$ cat src/rtl/mvm_pkg.sv
// Package for the matrix-vector multiply engine.
// Holds sizes, request codes and the structs passed between the store, the MAC and the top.
// Depends on nothing.
package mvm_pkg;

    localparam int MAX_DIM    = 16;
    localparam int IDX_W      = $clog2(MAX_DIM);
    localparam int ADDR_W     = 2 * IDX_W;
    localparam int MAT_DEPTH  = 1 << ADDR_W;
    localparam int VEC_DEPTH  = 1 << IDX_W;
    localparam int SIZE_W     = 5;
    localparam int DATA_W     = 32;
    localparam int ACC_W      = 64;

    localparam logic [SIZE_W-1:0] SIZE_RESET = SIZE_W'(16);

    localparam logic [1:0] REQ_MAT = 2'd0;
    localparam logic [1:0] REQ_VEC = 2'd1;
    localparam logic [1:0] REQ_MUL = 2'd2;

    typedef struct packed {
        logic              mat_we;
        logic              vec_we;
        logic [IDX_W-1:0]  row;
        logic [IDX_W-1:0]  col;
        logic [DATA_W-1:0] data;
    } t_store_wr;

    typedef struct packed {
        logic [IDX_W-1:0] row;
        logic [IDX_W-1:0] col;
    } t_store_rd;

    typedef struct packed {
        logic valid;
        logic first;
        logic last;
    } t_mac_ctl;

endpackage

$ cat src/rtl/mvm_mac.sv
// Multiply-accumulate unit: registered 32x32 product, saturating 64-bit sum,
// and rounding of the sum to saturated Q16.16. Depends on mvm_pkg.
module mvm_mac (
    input  logic                              i_clk,
    input  logic                              i_rst_n,
    input  mvm_pkg::t_mac_ctl                 i_ctl,
    input  logic [mvm_pkg::DATA_W-1:0]        i_mat,
    input  logic [mvm_pkg::DATA_W-1:0]        i_vec,
    output logic                              o_done,
    output logic signed [mvm_pkg::DATA_W-1:0] o_product
);
    import mvm_pkg::*;

    localparam logic signed [ACC_W-1:0] ACC_MAX  = {1'b0, {(ACC_W-1){1'b1}}};
    localparam logic signed [ACC_W-1:0] ACC_MIN  = {1'b1, {(ACC_W-1){1'b0}}};
    localparam logic signed [ACC_W-1:0] HALF_LSB = ACC_W'(32768);
    localparam logic signed [ACC_W-1:0] RND_LIM  = ACC_MAX - HALF_LSB;
    localparam int                      Q_W      = ACC_W - 16;

    logic signed [ACC_W-1:0] r_prod;
    t_mac_ctl                r_pctl;
    logic signed [ACC_W-1:0] r_acc;
    logic                    r_done;

    logic signed [ACC_W-1:0] w_base;
    logic signed [ACC_W:0]   w_sum;
    logic signed [ACC_W-1:0] n_acc;
    logic signed [ACC_W-1:0] w_rnd;
    logic signed [Q_W-1:0]   w_q;

    always_ff @(posedge i_clk) begin
        r_prod <= $signed(i_mat) * $signed(i_vec);
    end

    // Restart the sum on the first column of each row.
    always_comb begin
        w_base = r_pctl.first ? '0 : r_acc;
        w_sum  = {w_base[ACC_W-1], w_base} + {r_prod[ACC_W-1], r_prod};
        if (w_sum[ACC_W] != w_sum[ACC_W-1]) begin
            n_acc = w_sum[ACC_W] ? ACC_MIN : ACC_MAX;
        end else begin
            n_acc = w_sum[ACC_W-1:0];
        end
    end

    always_ff @(posedge i_clk) begin
        if (!i_rst_n) begin
            r_pctl <= '0;
            r_acc  <= '0;
            r_done <= 1'b0;
        end else begin
            r_pctl <= i_ctl;
            r_done <= r_pctl.valid && r_pctl.last;
            if (r_pctl.valid) begin
                r_acc <= n_acc;
            end
        end
    end

    // Round half up, then floor shift and clamp to 32 bits.
    always_comb begin
        w_rnd = r_acc + HALF_LSB;
        w_q   = w_rnd[ACC_W-1:16];
        if (r_acc > RND_LIM) begin
            o_product = {1'b0, {(DATA_W-1){1'b1}}};
        end else if (w_q[Q_W-1:DATA_W-1] != {(Q_W-DATA_W+1){w_q[Q_W-1]}}) begin
            o_product = w_q[Q_W-1] ? {1'b1, {(DATA_W-1){1'b0}}}
                                   : {1'b0, {(DATA_W-1){1'b1}}};
        end else begin
            o_product = w_q[DATA_W-1:0];
        end
    end

    assign o_done = r_done;

endmodule

$ cat config.mk
export PLATFORM = sky130hd
export DESIGN_NAME = mvm_mac
export DESIGN_NICKNAME = d
export VERILOG_FILES = /design/src/rtl/mvm_pkg.sv /design/src/rtl/mvm_mac.sv
export SDC_FILE = /design/constraint.sdc
export NUM_CORES = 2
export LEC_CHECK = 0
export ABC_AREA = 1
export BUFFER_PORTS_ARGS = -buffer_cell sky130_fd_sc_hd__buf_2
export CORE_ASPECT_RATIO = 0.9
export CORE_MARGIN = 8
export CORE_UTILIZATION = 55
export DETAILED_ROUTE_END_ITERATION = 8
export PLACE_DENSITY_LB_ADDON = 0.05
export REMOVE_ABC_BUFFERS = 1
export SKIP_CTS_REPAIR_TIMING = 1
export SYNTH_ARGS = -nofsm -noshare
export SYNTH_HDL_FRONTEND = slang
export SYNTH_SLANG_ARGS = --single-unit
$ cat constraint.sdc
create_clock -name i_clk -period 23.1 [get_ports i_clk]
set_clock_uncertainty 0.15 [all_clocks]
set_input_delay 4.62 -clock i_clk [delete_from_list [all_inputs] [get_ports i_clk]]
set_output_delay 4.62 -clock i_clk [all_outputs]
set_load 0.02 [all_outputs]
# Yosys cells after proc, flatten, opt, wreduce, memory -nomap -nowiden
# Index checks and enable logic that the tools add are counted.
[word_totals] register_bits=132 in_bits=69 ramBits=0 n_memories=0 out_inout_bits=33 elab_cells=19 mem_bits_ro=0 latchBits=0
[classes] n_mux=6 n_lt_le_gt_ge=1 n_addsub=2 shifts=0 bitwise=0 reduce_logical=1 multipliers=1 eq_ne=2 n_div=0
[op_table] operator="$mux W64" n=3
[op_table] operator="$mux W32" n=3
[op_table] operator="$add A64 B64 Y65" n=1
[op_table] operator="$add A64 B17 Y64 const B" n=1
[op_table] operator="$gt A64 B64 Y1 const B" n=1
[op_table] operator="$mul A32 B32 Y64" n=1
[op_table] operator="$ne A16 B16 Y1" n=1
[op_table] operator="$logic_and A1 B1 Y1" n=1
[op_table] operator="$ne A1 B1 Y1" n=1

# Depth between registers and ports, before layout
[logic_depth] ltp_word=4 ltp_mapped=32 mapped_depth_nobuf=31

# Worst setup path after synthesis
# No wires, ideal clock.
[synth_timing] kind="input to register" start="input port i_mat[31] (netlist name)" end="register r_prod[59]" required_ns=22.838 setup_ns=0.112 t_arrival_ns=11.301 setup_slack_ns=11.537 path_buffers=1 path_stages=26 path_cell_list="clkbuf_1 > nand2_1 > inv_1 > fa_1 > inv_1 > fa_1 > inv_1 > fa_1 > fa_1 > inv_1 > fa_1 > inv_1 > fa_1 > inv_1 > fa_1 > fa_1 > inv_1 > ha_1 > nand2_1 > nor2_1 > inv_1 > nor2_1 > nand2_1 > or3_1 > nand3_1 > nand2_1"
[synth_between] elab_chain_cells=1
[synth_lines] element="from (decl)" line="mvm_mac.sv:7" text="input logic [mvm_pkg::DATA_W-1:0] i_mat,"
[synth_lines] element="$mul A32 B32 Y64" line="mvm_mac.sv:32" text="r_prod <= $signed(i_mat) * $signed(i_vec);"
[synth_lines] element="to (signal assigned)" line="mvm_mac.sv:32"
[synth_lines] element="to (decl)" line="mvm_mac.sv:20" text="logic signed [ACC_W-1:0] r_prod;"
# No other way between the ends.
# A chain may end at the register's enable or synchronous reset.

# Worst setup path after layout
[layout_timing] start="input port i_vec[2] (netlist name)" end="register r_prod[53]"
[layout_between] elab_chain_cells=1
[layout_lines] element="from (decl)" line="mvm_mac.sv:8" text="input logic [mvm_pkg::DATA_W-1:0] i_vec,"
[layout_lines] element="$mul A32 B32 Y64" line="mvm_mac.sv:32"
# No other way between the ends.

==> results by group <==
Critical path
  • Top delay family on crit path: adder cells
  • CP required: around 23 ns
  • Crit path DAT: 12.82 ns
  • Critical path's slowest cell: fa_1
  • Worst path max stage delay: 0.89 ns
  • Critical Path End Type: flip-flop
  • Buf/Inv on CP: 8
  • Kind of critical path: in2reg
  • Setup crit start kind: input port
  • Crit-path most repeated cell: fa_1
  • Worst Path Max Fanout: 32

Floorplan
  • Initial core utilization: 55.5%
  • Die ar.: slightly below 100000 um2
  • Die width: between 300 and 400 um
  • Core area: roughly 88000 um2
  • # rows: 103
  • Die Height: between 200 and 300 um
  • Io pins: 102

STA
  • Fin crit share: about 55%
  • Slew @ Worst Pin: 1.11 ns
  • Worst slew margin: 25.2%
  • Final Critical Period: 12.61 ns
  • Fin. Hold Viols: 0
  • Final setup viols: 0
  • RSZ-0062 raised after global routing: no
  • F_max: 0.0793 GHz
  • Final slew viol count: 0
  • Setup TNS: 0 ns

Layout
  • Fin util: 57.6%
  • Number of fill cells in the layout: 8530
  • Nets: approximately 8000
  • Area growth syn-to-layout: 3.82%
  • Layout cells sized above 1: ~3.2%

Detailed routing
  • DRT Wirelength: 149000 um
  • Drt initial violations: 3034
  • Vias: 40541
  • Number of routed nets with antenna violations: 0
  • Pre-antenna DRT Iters: 6
  • Wire length per cell: around 19 um
  • Via density: between 5 and 6
  • DRC viols: 0

Global route
  • First-pass GRT wire length: 239000 um
  • Vias in the first global route: 42345
  • Largest net degree at the start of global routing: 68
  • Total GRT Usage: 31.0%
  • Congestion Overflow GR: 0
  • Initial antenna violation count: 2

Clock network
  • CTS root buffer: clkbuf_16
  • CTS tree: yes
  • Clock latency on the worst-skew pair: 0.46 ns
  • CTS buffer count: 17
  • CTS max path bufs: 2
  • Sink Count: about 130
  • CTS H-Tree Depth: 4
  • Clock transition at path regs: 0.07 ns

Synth
  • Post-Syn Area: ~49000 um2
  • Avg Cell Area, Syn: between 7 and 8 um2
  • Synth Warn #: 0
  • Mapped Cells: 6559
  • Netlist cell types: 42
  • #FFs+latches synth: 132
  • Sequential-to-total area share from yosys stat: 5.43%

Placement
  • IO buf count: 101
  • GPL Wtd Cong: 1.03
  • Dpl hpwl: 124000 um

Min path
  • Hold crit path type: reg2reg

Outcome
  • Outcome: completed

Run
  • Maximum Capacitance Violations: 0
## cell usage in the layout, fill, tap and decap left out, drive strengths merged, types with 2 or more instances in the layout
master and n:
a21o 17, a31oi 16, nor3 18, nor4 11, a21oi 227, clkinvlp 2
and3 8, dfxtp 132, nand2 1708, nand3 172, xnor2 32, nand3b 5
a221oi 4, clkbuf 19, clkinv 6, nor2 425, xor2 108, o21bai 14
inv 1827, a21boi 11, o21ai 177, ha 249, or2 11, o211ai 8
fa 1083, nand4 46, o21a 7, buf 141
## final timing paths
| check | from | endpoint | slack [ns] | cells past startpoint |
|---|---|---|---|---|
| setup / recovery | i_vec[2] | r_prod[53]$_DFF_P_ | 10.49 | 25 |
| hold / removal | r_pctl[0]$_SDFF_PN0_ | o_done$_SDFF_PN0_ | 0.27 | 2 |
| setup reg to reg | r_pctl[1]$_SDFF_PN0_ | r_acc[15]$_SDFFE_PN0P_ | 18.66 | 16 |
| hold reg to reg | r_pctl[0]$_SDFF_PN0_ | o_done$_SDFF_PN0_ | 0.27 | 2 |
## metal layers
layer,part of all wire [%],track usage (%),routed length (um),vias to the layer above
li1,-,-,-,18655
met1,44,44.1,66100,20223
met2,46,50.2,68700,1451
met3,7.6,5.28,11300,208
met4,1.9,6.10,2780,4
met5,0.018,0,27,-
## cell type report
class                   instances  area [um2]  share of cell area [%]
flip-flops and latches        132        2650                    5.23
repair buffers                141         806                    1.59
multi-input cells            4363       38300                    75.7
clock buffers                  19         433                   0.856
inverters                    1823        6840                    13.5
well taps                    1155        1450                    2.86
clock inverters                13         125                   0.248
diodes                          1        2.50                 0.00495
## through the flow
step / instances / cell area (um2) / setup WS, ns / hold slack [ns]
3_3_place_gp: 7614 / 50000 / 10.26 / 0.261
5_1_grt: 7646 / 50500 / 10.21 / 0.291
4_1_cts: 7646 / 50500 / 10.68 / 0.274
6_report: 7647 / 50500 / 10.49 / 0.270
2_1_floorplan: 6318 / 47700 / 11.79 / 0.254
3_5_place_dp: 7614 / 50000 / 10.23 / 0.265
## synth_stat cells, drive strengths merged
library cell,n,area [um2]
nand3,172,911
o21bai,14,105
a31oi,16,100
xor2,108,946
nand2,1708,6430
a221oi,4,35.0
a211oi,1,7.51
o311ai,1,8.76
o211a,1,10.0
and3,8,50.1
buf,27,161
xnor2,32,280
nand3b,5,37.5
o211ai,8,60.1
clkbuf,214,805
fa,1083,21700
inv,1823,6840
nand4,46,288
ha,249,3120
o21ai,177,886
nor4,11,68.8
or3,1,6.26
a21o,17,128
nor4b,1,8.76
o21a,7,52.6
nor2,425,1640
and2,1,6.26
dfxtp,132,2640
nor3,18,90.1
or2,11,68.8
a21oi,227,1140
a21boi,11,82.6
## cells by family after synthesis
| family | share of synthesized area [%] |
|---|---|
| xor gates and xnor gates | 2.52 |
| adders and majority gates | 50.9 |
| AOI/OAI and AO/OA | 5.36 |
| buffers and inverters | 16.0 |
| and+or+nand+nor | 19.7 |
| DFF | 5.43 |
## state kept, by name (all words and copies together) (netlist names)
| name | count |
|---|---|
| r_pctl | 3 |
| r_acc | 64 |
| r_prod | 64 |
| o_done | 1 |
## worst register-to-register path, stage by stage (launching register included)
cell and delay (ns):
dfxtp_2 0.32, buf_4 0.57, nor2_1 0.21, ha_1 0.44
nand2_1 0.12, nor2_1 0.25, nand2_1 0.21, nor2_1 0.26
nand2_1 0.08, nand2_1 0.26, nand2_1 0.23, nand3_1 0.13
nand2_1 0.11, nand2_2 0.16, buf_4 0.52, nand2_1 0.18
a21oi_1 0.17
Power is left out: the tool's default activity adds up to more than one toggle a clock period on the data nets, which glitch-free logic cannot reach.
